[config.mk]
export PLATFORM = sky130hd
export DESIGN_NAME = sha1_byte_stream_hasher_flat
export DESIGN_NICKNAME = d
export VERILOG_FILES = /design/src/sha1s_pkg.sv /design/src/sha1s_ifs.sv /design/src/sha1s_ram.sv /design/src/sha1_byte_stream_hasher.sv /design/src/flat_wrapper.sv
export SDC_FILE = /design/constraint.sdc
export NUM_CORES = 2
export LEC_CHECK = 0
export BUFFER_PORTS_ARGS = -buffer_cell sky130_fd_sc_hd__buf_2
export CORE_MARGIN = 1.5
export CORE_UTILIZATION = 54
export CTS_CLUSTER_DIAMETER = 100
export DETAILED_ROUTE_END_ITERATION = 10
export PLACE_DENSITY = 0.7
export SYNTH_ARGS = -nofsm -noshare
export SYNTH_HDL_FRONTEND = slang
export SYNTH_SLANG_ARGS = --single-unit
[constraint.sdc]
create_clock -name clk -period 16.5 [get_ports clk]
set_clock_uncertainty 0.15 [all_clocks]
set_input_delay 2.475 -clock clk [delete_from_list [all_inputs] [get_ports clk]]
set_output_delay 2.475 -clock clk [all_outputs]
set_load 0.01 [all_outputs]
[src/sha1s_pkg.sv]
// Shared types and constants of the SHA-1 byte stream hasher.
package sha1s_pkg;

  localparam int CHAIN_WORDS = 5;
  localparam int BLOCK_WORDS = 16;
  localparam int CHAIN_AW    = $clog2(CHAIN_WORDS);
  localparam int BLOCK_AW    = $clog2(BLOCK_WORDS);
  localparam int ROUNDS      = 80;

  localparam logic CMD_DATA   = 1'b0;
  localparam logic CMD_FINISH = 1'b1;

  localparam logic [1:0] STATUS_OK           = 2'd0;
  localparam logic [1:0] STATUS_TOO_LONG     = 2'd1;
  localparam logic [1:0] STATUS_AFTER_FINISH = 2'd2;

  localparam logic [31:0] INIT_CHAIN [CHAIN_WORDS] = '{
    32'h67452301, 32'hEFCDAB89, 32'h98BADCFE, 32'h10325476, 32'hC3D2E1F0
  };

  localparam logic [31:0] ROUND_K [4] = '{
    32'h5A827999, 32'h6ED9EBA1, 32'h8F1BBCDC, 32'hCA62C1D6
  };

  localparam logic [7:0] PAD_BYTE = 8'h80;

  typedef enum logic [2:0] {
    S_INIT,
    S_IDLE,
    S_PAD,
    S_CLOAD,
    S_ROUND,
    S_CSTORE,
    S_READOUT
  } sha1s_state_t;

endpackage

[src/sha1s_ifs.sv]
// Valid/ready channel interfaces for the hasher's request and result items.
interface sha1s_req_if;
  logic       valid;
  logic       ready;
  logic       cmd;
  logic [7:0] byte_value;

  modport source (output valid, output cmd, output byte_value, input ready);
  modport sink (input valid, input cmd, input byte_value, output ready);
endinterface

interface sha1s_rsp_if;
  logic        valid;
  logic        ready;
  logic [31:0] digest_word0;
  logic [31:0] digest_word1;
  logic [31:0] digest_word2;
  logic [31:0] digest_word3;
  logic [31:0] digest_word4;
  logic [1:0]  status;

  modport source (
    output valid, output digest_word0, output digest_word1, output digest_word2,
    output digest_word3, output digest_word4, output status, input ready
  );
  modport sink (
    input valid, input digest_word0, input digest_word1, input digest_word2,
    input digest_word3, input digest_word4, input status, output ready
  );
endinterface

[src/sha1s_ram.sv]
// Generic single-write, single-read memory with a registered read port.
module sha1s_ram #(
  parameter int WIDTH = 32,
  parameter int DEPTH = 16,
  localparam int AW = (DEPTH > 1) ? $clog2(DEPTH) : 1
) (
  input  logic             clk,
  input  logic             we,
  input  logic [AW-1:0]    waddr,
  input  logic [WIDTH-1:0] wdata,
  input  logic [AW-1:0]    raddr,
  output logic [WIDTH-1:0] rdata
);

  logic [WIDTH-1:0] mem [DEPTH];

  always_ff @(posedge clk) begin
    if (we) begin
      mem[waddr] <= wdata;
    end
    rdata <= mem[raddr];
  end

endmodule

[src/sha1_byte_stream_hasher.sv]
// Top level of the SHA-1 byte stream hasher: sequencer, round datapath and memories.
//
// Usage. Items arrive on the req channel (valid/ready). An item with cmd at
// data appends byte_value to the message; an item with cmd at finish pads the
// message, completes the hash and returns one result item on the rsp channel
// holding the 160-bit digest (digest_word0 most significant) and a status.
// Later finish items return the same digest again. Data bytes produce no result.
// Data bytes are accepted while the sequencer is idle. The 64th byte of a block
// starts a compression (reading the chaining words from their memory, 80
// rounds, then read-add-write back), during which no item is accepted.
// A first finish item costs up to 18 padding writes, one or two compressions
// and a digest read before the result item is offered; a repeated finish
// costs only the digest read. An error status (length overflow, or data after
// finish) is sticky until reset; finish then answers at once with a zero digest.
// Reset: rst is synchronous; after it, the initial chaining words are loaded
// into memory, during which no item is accepted.
// Stalls: while a result item waits on rsp, data bytes are still accepted,
// but a further finish item is held off until the result has been taken.
module sha1_byte_stream_hasher
  import sha1s_pkg::*;
(
  input  logic        clk,
  input  logic        rst,
  sha1s_req_if.sink   req,
  sha1s_rsp_if.source rsp
);

  // Sequencer and message bookkeeping.
  sha1s_state_t state, state_next;
  logic [6:0]   cnt, cnt_next;
  logic [5:0]   fill_count, fill_count_next;
  logic [63:0]  bit_count, bit_count_next;
  logic         finished, finished_next;
  logic [1:0]   error_code, error_code_next;
  logic [23:0]  word_acc, word_acc_next;
  logic [4:0]   widx, widx_next;
  logic         in_pad, in_pad_next;
  logic         pad_last, pad_last_next;

  // Round datapath: working variables and the 16-word schedule window.
  logic [31:0] hash_a, hash_b, hash_c, hash_d, hash_e;
  logic [31:0] hash_a_next, hash_b_next, hash_c_next, hash_d_next, hash_e_next;
  logic [31:0] sched [BLOCK_WORDS];
  logic [31:0] sched_next [BLOCK_WORDS];

  // Result register.
  logic        rsp_valid, rsp_valid_next;
  logic [31:0] dig [CHAIN_WORDS];
  logic [31:0] dig_next [CHAIN_WORDS];
  logic [1:0]  status, status_next;

  // Memory ports.
  logic                chain_we;
  logic [CHAIN_AW-1:0] chain_waddr, chain_raddr;
  logic [31:0]         chain_wdata, chain_rdata;
  logic                blk_we;
  logic [BLOCK_AW-1:0] blk_waddr, blk_raddr;
  logic [31:0]         blk_wdata, blk_rdata;

  logic        req_ready;
  logic [63:0] count_sum;
  logic [31:0] pad_word;
  logic [31:0] w_cur;
  logic [31:0] f_val;
  logic [31:0] k_val;
  logic [31:0] t_val;
  logic [6:0]  cnt_inc;

  sha1s_ram #(.WIDTH(32), .DEPTH(CHAIN_WORDS)) u_chain_ram (
    .clk   (clk),
    .we    (chain_we),
    .waddr (chain_waddr),
    .wdata (chain_wdata),
    .raddr (chain_raddr),
    .rdata (chain_rdata)
  );

  sha1s_ram #(.WIDTH(32), .DEPTH(BLOCK_WORDS)) u_block_ram (
    .clk   (clk),
    .we    (blk_we),
    .waddr (blk_waddr),
    .wdata (blk_wdata),
    .raddr (blk_raddr),
    .rdata (blk_rdata)
  );

  // A finish item needs the result register free; data items do not.
  assign req_ready = (state == S_IDLE) && ((req.cmd == CMD_DATA) || !rsp_valid);
  assign req.ready = req_ready;

  assign rsp.valid        = rsp_valid;
  assign rsp.digest_word0 = dig[0];
  assign rsp.digest_word1 = dig[1];
  assign rsp.digest_word2 = dig[2];
  assign rsp.digest_word3 = dig[3];
  assign rsp.digest_word4 = dig[4];
  assign rsp.status       = status;

  assign count_sum = bit_count + 64'd8;
  assign cnt_inc   = cnt + 7'd1;

  // Word holding the pending bytes of the current word, the 0x80 marker and zeros.
  always_comb begin
    case (fill_count[1:0])
      2'd0:    pad_word = {PAD_BYTE, 24'h0};
      2'd1:    pad_word = {word_acc[7:0], PAD_BYTE, 16'h0};
      2'd2:    pad_word = {word_acc[15:0], PAD_BYTE, 8'h0};
      default: pad_word = {word_acc[23:0], PAD_BYTE};
    endcase
  end

  // Round function. The first 16 words come straight from the block memory.
  always_comb begin
    if (cnt < 7'd16) begin
      w_cur = blk_rdata;
    end else begin
      w_cur = sched[13] ^ sched[8] ^ sched[2] ^ sched[0];
      w_cur = {w_cur[30:0], w_cur[31]};
    end
    if (cnt < 7'd20) begin
      f_val = (hash_b & hash_c) | (~hash_b & hash_d);
      k_val = ROUND_K[0];
    end else if (cnt < 7'd40) begin
      f_val = hash_b ^ hash_c ^ hash_d;
      k_val = ROUND_K[1];
    end else if (cnt < 7'd60) begin
      f_val = (hash_b & hash_c) | (hash_b & hash_d) | (hash_c & hash_d);
      k_val = ROUND_K[2];
    end else begin
      f_val = hash_b ^ hash_c ^ hash_d;
      k_val = ROUND_K[3];
    end
    t_val = {hash_a[26:0], hash_a[31:27]} + f_val + hash_e + w_cur + k_val;
  end

  always_comb begin
    state_next      = state;
    cnt_next        = cnt;
    fill_count_next = fill_count;
    bit_count_next  = bit_count;
    finished_next   = finished;
    error_code_next = error_code;
    word_acc_next   = word_acc;
    widx_next       = widx;
    in_pad_next     = in_pad;
    pad_last_next   = pad_last;
    hash_a_next     = hash_a;
    hash_b_next     = hash_b;
    hash_c_next     = hash_c;
    hash_d_next     = hash_d;
    hash_e_next     = hash_e;
    sched_next      = sched;
    dig_next        = dig;
    status_next     = status;
    rsp_valid_next  = rsp_valid && !rsp.ready;

    chain_we    = 1'b0;
    chain_waddr = '0;
    chain_wdata = '0;
    chain_raddr = '0;
    blk_we      = 1'b0;
    blk_waddr   = '0;
    blk_wdata   = '0;
    blk_raddr   = '0;

    unique case (state)
      S_INIT: begin
        chain_we    = 1'b1;
        chain_waddr = cnt[CHAIN_AW-1:0];
        chain_wdata = INIT_CHAIN[cnt[CHAIN_AW-1:0]];
        if (cnt == 7'(CHAIN_WORDS - 1)) begin
          cnt_next   = '0;
          state_next = S_IDLE;
        end else begin
          cnt_next = cnt_inc;
        end
      end

      S_IDLE: begin
        if (req.valid && req_ready) begin
          if (req.cmd == CMD_DATA) begin
            if (finished) begin
              error_code_next = STATUS_AFTER_FINISH;
            end else if (error_code == STATUS_OK) begin
              bit_count_next = count_sum;
              if (count_sum == 64'd0) begin
                error_code_next = STATUS_TOO_LONG;
              end
              if (fill_count[1:0] == 2'd3) begin
                blk_we    = 1'b1;
                blk_waddr = fill_count[5:2];
                blk_wdata = {word_acc, req.byte_value};
              end else begin
                word_acc_next = {word_acc[15:0], req.byte_value};
              end
              fill_count_next = fill_count + 6'd1;
              if (fill_count == 6'd63) begin
                in_pad_next = 1'b0;
                cnt_next    = '0;
                state_next  = S_CLOAD;
              end
            end
          end else begin
            if (error_code != STATUS_OK) begin
              rsp_valid_next = 1'b1;
              for (int i = 0; i < CHAIN_WORDS; i++) begin
                dig_next[i] = '0;
              end
              status_next = error_code;
            end else if (finished) begin
              cnt_next   = '0;
              state_next = S_READOUT;
            end else begin
              blk_we        = 1'b1;
              blk_waddr     = fill_count[5:2];
              blk_wdata     = pad_word;
              widx_next     = {1'b0, fill_count[5:2]} + 5'd1;
              // At 56 or more pending bytes the length spills into a second block.
              pad_last_next = (fill_count[5:3] != 3'b111);
              in_pad_next   = 1'b1;
              state_next    = S_PAD;
            end
          end
        end
      end

      S_PAD: begin
        if (widx[4]) begin
          cnt_next   = '0;
          state_next = S_CLOAD;
        end else begin
          blk_we    = 1'b1;
          blk_waddr = widx[3:0];
          if (pad_last && widx[3:0] == 4'd14) begin
            blk_wdata = bit_count[63:32];
          end else if (pad_last && widx[3:0] == 4'd15) begin
            blk_wdata = bit_count[31:0];
          end else begin
            blk_wdata = '0;
          end
          widx_next = widx + 5'd1;
          if (pad_last && widx[3:0] == 4'd15) begin
            cnt_next   = '0;
            state_next = S_CLOAD;
          end
        end
      end

      S_CLOAD: begin
        if (cnt < 7'(CHAIN_WORDS)) begin
          chain_raddr = cnt[CHAIN_AW-1:0];
        end
        if (cnt != 7'd0) begin
          hash_a_next = hash_b;
          hash_b_next = hash_c;
          hash_c_next = hash_d;
          hash_d_next = hash_e;
          hash_e_next = chain_rdata;
        end
        if (cnt == 7'(CHAIN_WORDS)) begin
          blk_raddr  = '0;
          cnt_next   = '0;
          state_next = S_ROUND;
        end else begin
          cnt_next = cnt_inc;
        end
      end

      S_ROUND: begin
        blk_raddr   = cnt_inc[BLOCK_AW-1:0];
        hash_e_next = hash_d;
        hash_d_next = hash_c;
        hash_c_next = {hash_b[1:0], hash_b[31:2]};
        hash_b_next = hash_a;
        hash_a_next = t_val;
        for (int i = 0; i < BLOCK_WORDS - 1; i++) begin
          sched_next[i] = sched[i+1];
        end
        sched_next[BLOCK_WORDS-1] = w_cur;
        if (cnt == 7'(ROUNDS - 1)) begin
          cnt_next   = '0;
          state_next = S_CSTORE;
        end else begin
          cnt_next = cnt_inc;
        end
      end

      S_CSTORE: begin
        // Read each chaining word and add its working variable in the next cycle.
        if (cnt < 7'(CHAIN_WORDS)) begin
          chain_raddr = cnt[CHAIN_AW-1:0];
        end
        if (cnt != 7'd0) begin
          chain_we    = 1'b1;
          chain_waddr = CHAIN_AW'(cnt - 7'd1);
          chain_wdata = chain_rdata + hash_a;
          hash_a_next = hash_b;
          hash_b_next = hash_c;
          hash_c_next = hash_d;
          hash_d_next = hash_e;
        end
        if (cnt == 7'(CHAIN_WORDS)) begin
          cnt_next        = '0;
          fill_count_next = '0;
          if (!in_pad) begin
            state_next = S_IDLE;
          end else if (pad_last) begin
            finished_next = 1'b1;
            state_next    = S_READOUT;
          end else begin
            widx_next     = '0;
            pad_last_next = 1'b1;
            state_next    = S_PAD;
          end
        end else begin
          cnt_next = cnt_inc;
        end
      end

      S_READOUT: begin
        if (cnt < 7'(CHAIN_WORDS)) begin
          chain_raddr = cnt[CHAIN_AW-1:0];
        end
        if (cnt != 7'd0) begin
          for (int i = 0; i < CHAIN_WORDS - 1; i++) begin
            dig_next[i] = dig[i+1];
          end
          dig_next[CHAIN_WORDS-1] = chain_rdata;
        end
        if (cnt == 7'(CHAIN_WORDS)) begin
          rsp_valid_next = 1'b1;
          status_next    = STATUS_OK;
          cnt_next       = '0;
          state_next     = S_IDLE;
        end else begin
          cnt_next = cnt_inc;
        end
      end

      default: begin
        cnt_next   = '0;
        state_next = S_INIT;
      end
    endcase
  end

  always_ff @(posedge clk) begin
    if (rst) begin
      state      <= S_INIT;
      cnt        <= '0;
      fill_count <= '0;
      bit_count  <= '0;
      finished   <= 1'b0;
      error_code <= STATUS_OK;
      in_pad     <= 1'b0;
      pad_last   <= 1'b0;
      widx       <= '0;
      rsp_valid  <= 1'b0;
    end else begin
      state      <= state_next;
      cnt        <= cnt_next;
      fill_count <= fill_count_next;
      bit_count  <= bit_count_next;
      finished   <= finished_next;
      error_code <= error_code_next;
      in_pad     <= in_pad_next;
      pad_last   <= pad_last_next;
      widx       <= widx_next;
      rsp_valid  <= rsp_valid_next;
    end
  end

  always_ff @(posedge clk) begin
    word_acc <= word_acc_next;
    hash_a   <= hash_a_next;
    hash_b   <= hash_b_next;
    hash_c   <= hash_c_next;
    hash_d   <= hash_d_next;
    hash_e   <= hash_e_next;
    sched    <= sched_next;
    dig      <= dig_next;
    status   <= status_next;
  end

endmodule

[src/flat_wrapper.sv]
// flat-port wrapper written by rule: the top's interface ports become plain ports
module sha1_byte_stream_hasher_flat import sha1s_pkg::*;
  (clk, rst, req_valid, req_cmd, req_byte_value, req_ready, rsp_valid, rsp_digest_word0, rsp_digest_word1, rsp_digest_word2, rsp_digest_word3, rsp_digest_word4, rsp_status, rsp_ready);
  sha1s_req_if req_i ();
  sha1s_rsp_if rsp_i ();
  input  logic clk;
  input  logic rst;
  input wire logic [$bits(req_i.valid)-1:0] req_valid;
  input wire logic [$bits(req_i.cmd)-1:0] req_cmd;
  input wire logic [$bits(req_i.byte_value)-1:0] req_byte_value;
  output wire logic [$bits(req_i.ready)-1:0] req_ready;
  output wire logic [$bits(rsp_i.valid)-1:0] rsp_valid;
  output wire logic [$bits(rsp_i.digest_word0)-1:0] rsp_digest_word0;
  output wire logic [$bits(rsp_i.digest_word1)-1:0] rsp_digest_word1;
  output wire logic [$bits(rsp_i.digest_word2)-1:0] rsp_digest_word2;
  output wire logic [$bits(rsp_i.digest_word3)-1:0] rsp_digest_word3;
  output wire logic [$bits(rsp_i.digest_word4)-1:0] rsp_digest_word4;
  output wire logic [$bits(rsp_i.status)-1:0] rsp_status;
  input wire logic [$bits(rsp_i.ready)-1:0] rsp_ready;
  assign req_i.valid = req_valid;
  assign req_i.cmd = req_cmd;
  assign req_i.byte_value = req_byte_value;
  assign req_ready = req_i.ready;
  assign rsp_valid = rsp_i.valid;
  assign rsp_digest_word0 = rsp_i.digest_word0;
  assign rsp_digest_word1 = rsp_i.digest_word1;
  assign rsp_digest_word2 = rsp_i.digest_word2;
  assign rsp_digest_word3 = rsp_i.digest_word3;
  assign rsp_digest_word4 = rsp_i.digest_word4;
  assign rsp_status = rsp_i.status;
  assign rsp_i.ready = rsp_ready;
  sha1_byte_stream_hasher u_core (.clk(clk), .rst(rst), .req(req_i), .rsp(rsp_i));
endmodule
* Yosys cells after proc, flatten, opt, wreduce, memory -nomap -nowiden *
Memories as Yosys holds them, arrays and structs flattened. A register that Yosys moved wholly into a read port is not among the register bits.
Cells that the tools add are included.

storage, ports and cells
  bits in registers = 949
  memory bits (writable) = 672
  memory bits (read-only) = 256
  logic and storage cells = 297
  memories kept = 3

memories
  name                    depth  width  read ports  clocked after memory_dff  write ports  RTL line                        RTL
  u_core.u_block_ram.mem  16     32     1           1                         1            sha1s_ram.sv:15                 logic [WIDTH-1:0] mem [DEPTH];
  (no name shown)         8      32     1           0                         0            sha1_byte_stream_hasher.sv:170  chain_wdata = INIT_CHAIN[cnt[CHAIN_AW-1:0]];
  u_core.u_chain_ram.mem  5      32     1           1                         1            sha1s_ram.sv:15

operators by class
  $add $sub $neg = 11
  magnitude comparators = 6
  equality and inequality tests = 43
  multiplexer cells = 138
  bitwise gates (word level) = 17
  reduce and logical (&&, ||, !) cells = 40

operators with widths
  kind                                                             count
  32-bit two-way mux                                               24
  160-bit two-way mux                                              4
  32-bit one-hot mux with 2 select lines                           7
  160-bit one-hot mux with 2 select lines                          1
  32-bit adder                                                     5
  32-bit XOR                                                       5
  32-bit AND                                                       4
  32-bit bitwise OR                                                3
  32-bit one-hot mux with 3 select lines                           1
  7-bit two-way mux                                                12
  64-bit by 4-bit adder with 64-bit output, second input constant  1
  64-bit logical NOT                                               1
  3-bit two-way mux                                                19
  5-bit two-way mux                                                8
  4-bit two-way mux                                                9
  7-bit one-hot mux with 5 select lines                            1
  32-bit NOT                                                       1
  31-bit two-way mux                                               1
  6-bit two-way mux                                                5
  1-bit two-way mux                                                29
  2-bit inequality test, second input constant                     12
  3-bit one-hot mux with 7 select lines                            1
  7-bit AND reduction                                              3
  5-bit AND reduction                                              4
  47 further kinds                                                 94

* Logic depth before layout (Yosys ltp) *
  depth in word-level cells = 11
  depth in mapped cells = 24

* Modules after synthesis *
Synthesis repeated with hierarchy kept, for this count alone.

unflattened totals
  cell total of the unflattened synthesis = 4649
  area, all modules = 70259.9 um^2

modules (own cells, without submodules)
  module                           instances  cells an instance  area an instance (um^2)  seq. area each (um^2)
  sha1_byte_stream_hasher          1          3430               43514.2                  27526.4
  sha1s_ram at u_core.u_block_ram  1          838                19835.3                  16015.4
  sha1s_ram at u_core.u_chain_ram  1          381                6910.4                   5445.2

* Least setup slack after synthesis *
Ideal clock, no wire load.

  path kind = register to register
  from = reg u_core.state[0]
  to = reg u_core.sched[0] (netlist name), enable pin
  setup time = 1.076 ns
  arrival time = 14.915 ns
  data required time = 15.274 ns
  setup slack = 0.360 ns
  stages on the path, launching flop included = 6
  buffers on the path = 2
  clock period less this slack = 16.140 ns
  cell sequence = dfxtp_1 buf_2 nor2_1 nand2_1 inv_2 clkbuf_1

on the way
  longest elaborated chain between the ends = 1

ends and longest elaborated chain
  element                   RTL line                        RTL
  start: declaration        sha1_byte_stream_hasher.sv:29   sha1s_state_t state, state_next;
  start signal: assignment  sha1_byte_stream_hasher.sv:360  state <= state_next;
  3-bit equality test       sha1_byte_stream_hasher.sv:166  unique case (state)
  end signal: assignment    sha1_byte_stream_hasher.sv:380  sched <= sched_next;
  end: declaration          sha1_byte_stream_hasher.sv:43   logic [31:0] sched [BLOCK_WORDS];

Every way passes these cells.
A chain may end at the register's enable or synchronous reset.

* Worst setup path after layout *
  from = reg u_core.cnt[2]
  to = reg u_core.hash_a[31], data pin

on the way
  longest elaborated chain between the ends = 9
  elaborated cells between the ends (all ways) = 16
  classes of those cells = add/sub (4); order compare (4); mux (8)

ends and longest elaborated chain
  element                                        RTL line                        RTL
  start: declaration                             sha1_byte_stream_hasher.sv:30   logic [6:0] cnt, cnt_next;
  start signal: assignment                       sha1_byte_stream_hasher.sv:361  cnt <= cnt_next;
  7-bit by 6-bit < comparator with 1-bit output  sha1_byte_stream_hasher.sv:126  end else if (cnt < 7'd60) begin
  32-bit two-way mux                             sha1_byte_stream_hasher.sv:126
  32-bit two-way mux                             sha1_byte_stream_hasher.sv:123  end else if (cnt < 7'd40) begin
  32-bit two-way mux                             sha1_byte_stream_hasher.sv:120  if (cnt < 7'd20) begin
  32-bit adder (3 in a row)                      sha1_byte_stream_hasher.sv:133  t_val = {hash_a[26:0], hash_a[31:27]} + f_val + hash_e + w_cur + k_val;
  32-bit adder *                                 sha1_byte_stream_hasher.sv:133
  32-bit one-hot mux with 2 select lines *       sha1_byte_stream_hasher.sv:166
  net u_core.hash_a_next[31]                     sha1_byte_stream_hasher.sv:42   logic [31:0] hash_a_next, hash_b_next, hash_c_next, hash_d_next, hash_e_next;
  end signal: assignment                         sha1_byte_stream_hasher.sv:375  hash_a <= hash_a_next;
  end: declaration                               sha1_byte_stream_hasher.sv:41   logic [31:0] hash_a, hash_b, hash_c, hash_d, hash_e;

Mark *: on every way through the listed nets, which the timed path passes. The rest lies on a longest branch.

==> results_dict.tcl <==
set metrics [dict create \
    status "finished clean" \
    crit_buf_inv 5 \
    die_area_um2 134000 \
    synth.distinct_cells 86 \
    cp-endpoint "u_core.hash_a[31]$_DFFE_PP_" \
    drive_gt1_share_pct 10.6 \
    ys_seq_area_share_pct 68.7 \
    route.vias.total 43178 \
    fin_crit_ns 7.70 \
    clk_latency_ns 0.80 \
    grt_pass1_wl_um 253000 \
    layout_commonest_cell "edfxtp_1" \
    leakage_nw 28.3 \
    cap_violations 0 \
    root_buffer "clkbuf_16" \
    ys.flop_type "edfxtp_1" \
    synth_edf_count 1530 \
    wl_um 166000 \
    start_util_pct 54.3 \
    synthCells 5283 \
    pre_cts_slack_ns 8.99 \
    path_common_cell "fa_1" \
    synth_seq_cells 1682 \
    areaGrowthSynthToFinish_pct 11.6 \
    r2r_cells 24 \
    vdd_ir_drop_max_v 0.0000984 \
    port_buffers 176 \
    synth-compound-area-share_pct 7.45 \
    critPathKind "flip-flop to flip-flop" \
    hold_buffers 0 \
    syn_area_per_cell_um2 13.5 \
    slowest_stage "dfxtp_1" \
    crit_chain "a41oi_1 > nand2_1 > buf_4 > nand2_1 > buf_4 > nor2_1 > nor2_1 > fa_1 > inv_1 > fa_1 > fa_1 > inv_1 > ha_1 > inv_1 > fa_1 > nor2b_1 > o31a_1 > o41a_1 > o21ai_1 > o311ai_1 > a2111oi_0 > o31ai_1 > a211o_1 > o211ai_1" \
    layout_common_cells "1530 x edfxtp_1, 904 x nand2_1, 236 x o21ai_0" \
    cts_resized 0 \
    critPathTopFamily "compound AO/OA/AOI/OAI gates" \
    synthAdderAreaFrac_pct 5.30 \
    clk_pin_slew_ns 0.06 \
    htree_num_levels 4 \
    arrival_ns 8.18 \
    wire_per_inst_um 22.6 \
    via_per_inst 5.90 \
    synthMuxAreaShare_pct 2.06 \
    crit_start "u_core.cnt[2]$_SDFFE_PP0P_" \
    fill_cells 9838 \
    fin_crit_sh_pct 46.7 \
    cpPeakStageDelay_ns 0.84 \
    grt_pass1_vias 41449 \
    synth_warnings 0 \
    whs_path_depth 0 \
    antenna_found_initial 8 \
    required_ns 16.98 \
    maxSlewHeadroom_pct 11.8 \
    worst_slack_ns 8.80 \
    final_antenna_net_count 0 \
    postCtsSetupBuffers 0 \
    final.setup.tns_ns 0 \
    dr.pass1.iters 6 \
    synthesis.area_um2 71300 \
    synth_top_family_by_area "simple AND/OR/NAND/NOR gates" \
    synthSimpleGateAreaFrac_pct 11.1 \
    num-nets-final 5657 \
    ioPinCount 177 \
    cts_tree "built" \
    slew_viol_final 0 \
    place.gp.congestion 0.923 \
    grt_overflow 0 \
    r2r-end "u_core.hash_a[31]$_DFFE_PP_" \
    max_slew.worst_pin.slew_ns 1.31 \
    die_w_um 366 \
    grt_max_degree 161 \
    max_freq_mhz 130 \
    synth_nets 5525 \
    cp_max_fo 38 \
    path_depth 24 \
    remaining_drc_errors 0 \
    synth_xor_area_share_pct 2.81 \
    dp_hpwl_um 102000 \
    worstReg2RegStart "u_core.cnt[2]$_SDFFE_PP0P_" \
    cts_buffers 164 \
    finalSetupViolCount 0 \
    r2r_slack_ns 8.80 \
    numClockSinks 1682 \
    rsz0062_at_grt "no" \
    die_h_um 366 \
    core_um2 131000 \
    utilization_pct 60.6 \
    track_usage_pct 24.6 \
    cts_buffer_depth 3 \
    rows 133 \
    min_path_type "flip-flop to flip-flop" \
    dr.first_iter.drc_count 4626 \
    hold_viol_final 0 \
    end_kind "flip-flop" \
    start_kind "flip-flop" \
    power_density_nw_per_um2 137 \
    synthArstFlopShare_pct 0 \
]
-- logic make-up after synthesis --
logic type,after synthesis
adder cells (fa/ha/maj),230
multiplexers,120
flip-flops,1682
AND/OR/NAND/NOR,1739
AO/OA/AOI/OAI,805
buffers and inverters,478
XOR/XNOR,229
-- area by class of cell --
class / instances / area (um^2) / area share, %
well taps: 1755 / 2200 / 2.76
inverters: 195 / 739 / 0.930
clock buffers: 208 / 4380 / 5.51
repair buffers: 249 / 1440 / 1.81
diodes: 6 / 15.0 / 0.0189
multi-input cells: 3123 / 20800 / 26.1
clock inverters: 98 / 1010 / 1.27
flip-flops and latches: 1682 / 49000 / 61.6
-- routing by layer --
metal,vias up,global-route usage (%),routed length (um)
met3,304,4.58,14200
li1,19575,-,-
met2,1893,37.3,75100
met1,21400,35.9,71000
met4,6,8.88,5390
met5,-,0,40
-- worst reg2reg max path: cells and delay by family (launching register included) --
| kind | cells | cell delay [ns] |
|---|---|---|
| AOI/OAI and AO/OA | 9 | 3.08 |
| adders and majority gates | 5 | 1.96 |
| buffers and inverters | 5 | 0.90 |
| DFF | 1 | 0.84 |
| and+or+nand+nor | 5 | 0.60 |
-- worst min path at each step --
stage | startpoint | to | slack [ns]
6_report | u_core.sched[98]$_DFFE_PP_ | u_core.sched[130]$_DFFE_PP_ | 0.26
5_1_grt | u_core.sched[54]$_DFFE_PP_ | u_core.sched[86]$_DFFE_PP_ | 0.27
4_1_cts | u_core.sched[39]$_DFFE_PP_ | u_core.sched[71]$_DFFE_PP_ | 0.26
3_5_place_dp | u_core.sched[98]$_DFFE_PP_ | u_core.sched[130]$_DFFE_PP_ | 0.25
3_3_place_gp | u_core.sched[257]$_DFFE_PP_ | u_core.sched[289]$_DFFE_PP_ | 0.25
2_1_floorplan | u_core.sched[96]$_DFFE_PP_ | u_core.sched[128]$_DFFE_PP_ | 0.25
-- registers in the layout, indices dropped and copies added, names as in the netlist, 61 cells and up --
| register | flops |
|---|---|
| u_core.sched | 512 |
| u_core.u_block_ram.mem | 512 |
| u_core.u_chain_ram.mem | 160 |
| u_core.bit_count | 61 |
-- Yosys cell counts (10+ instances only) --
| cell type | number | share of area [%] |
|---|---|---|
| buf_2 | 18 | 0.13 |
| xor2_1 | 66 | 0.81 |
| nand2b_1 | 10 | 0.088 |
| o32ai_1 | 20 | 0.25 |
| nand2_1 | 909 | 4.8 |
| ha_1 | 109 | 1.9 |
| a21oi_1 | 141 | 0.99 |
| mux2i_1 | 97 | 1.4 |
| a22oi_1 | 20 | 0.21 |
| clkbuf_1 | 254 | 1.3 |
| xnor2_1 | 163 | 2.0 |
| nand4_1 | 40 | 0.35 |
| o32a_1 | 11 | 0.15 |
| a211oi_1 | 75 | 0.79 |
| inv_1 | 194 | 1.0 |
| o21a_1 | 22 | 0.23 |
| a31oi_1 | 43 | 0.38 |
| nand3_1 | 136 | 0.95 |
| a221o_1 | 16 | 0.22 |
| nor3_1 | 43 | 0.30 |
| a311oi_1 | 39 | 0.48 |
| fa_1 | 120 | 3.4 |
| edfxtp_1 | 1530 | 64 |
| dfxtp_1 | 152 | 4.3 |
| and3_1 | 185 | 1.6 |
| o211ai_1 | 27 | 0.28 |
| a21o_1 | 36 | 0.38 |
| nor2b_1 | 83 | 0.73 |
| o21ai_0 | 240 | 1.7 |
| and2_1 | 11 | 0.097 |
| mux4_2 | 21 | 0.66 |
| o31ai_1 | 20 | 0.21 |
| o221ai_1 | 23 | 0.28 |
| or3_1 | 43 | 0.38 |
| nor2_1 | 224 | 1.2 |
| nor4_1 | 13 | 0.11 |
-- through the flow --
stage | instance area [um^2] | instances | hold WS (ns) | power (W)
after floorplan | 71300 | 5283 | 0.250 | 0.00657
after global placement | 74100 | 7004 | 0.250 | 0.00711
after detailed placement | 74100 | 7004 | 0.255 | 0.00717
after CTS | 79500 | 7310 | 0.263 | 0.0109
after global routing | 79500 | 7316 | 0.266 | 0.0113
final | 79500 | 7316 | 0.263 | 0.0109
-- where the power goes --
| part | internal [W] | switching, W |
|---|---|---|
| Sequential | 0.00504 | 0.000199 |
| Clock | 0.00212 | 0.00163 |
| Combinational | 0.000657 | 0.00122 |
| Total | 0.00781 | 0.00305 |
No activity file was read; power rests on OpenSTA's default activity.
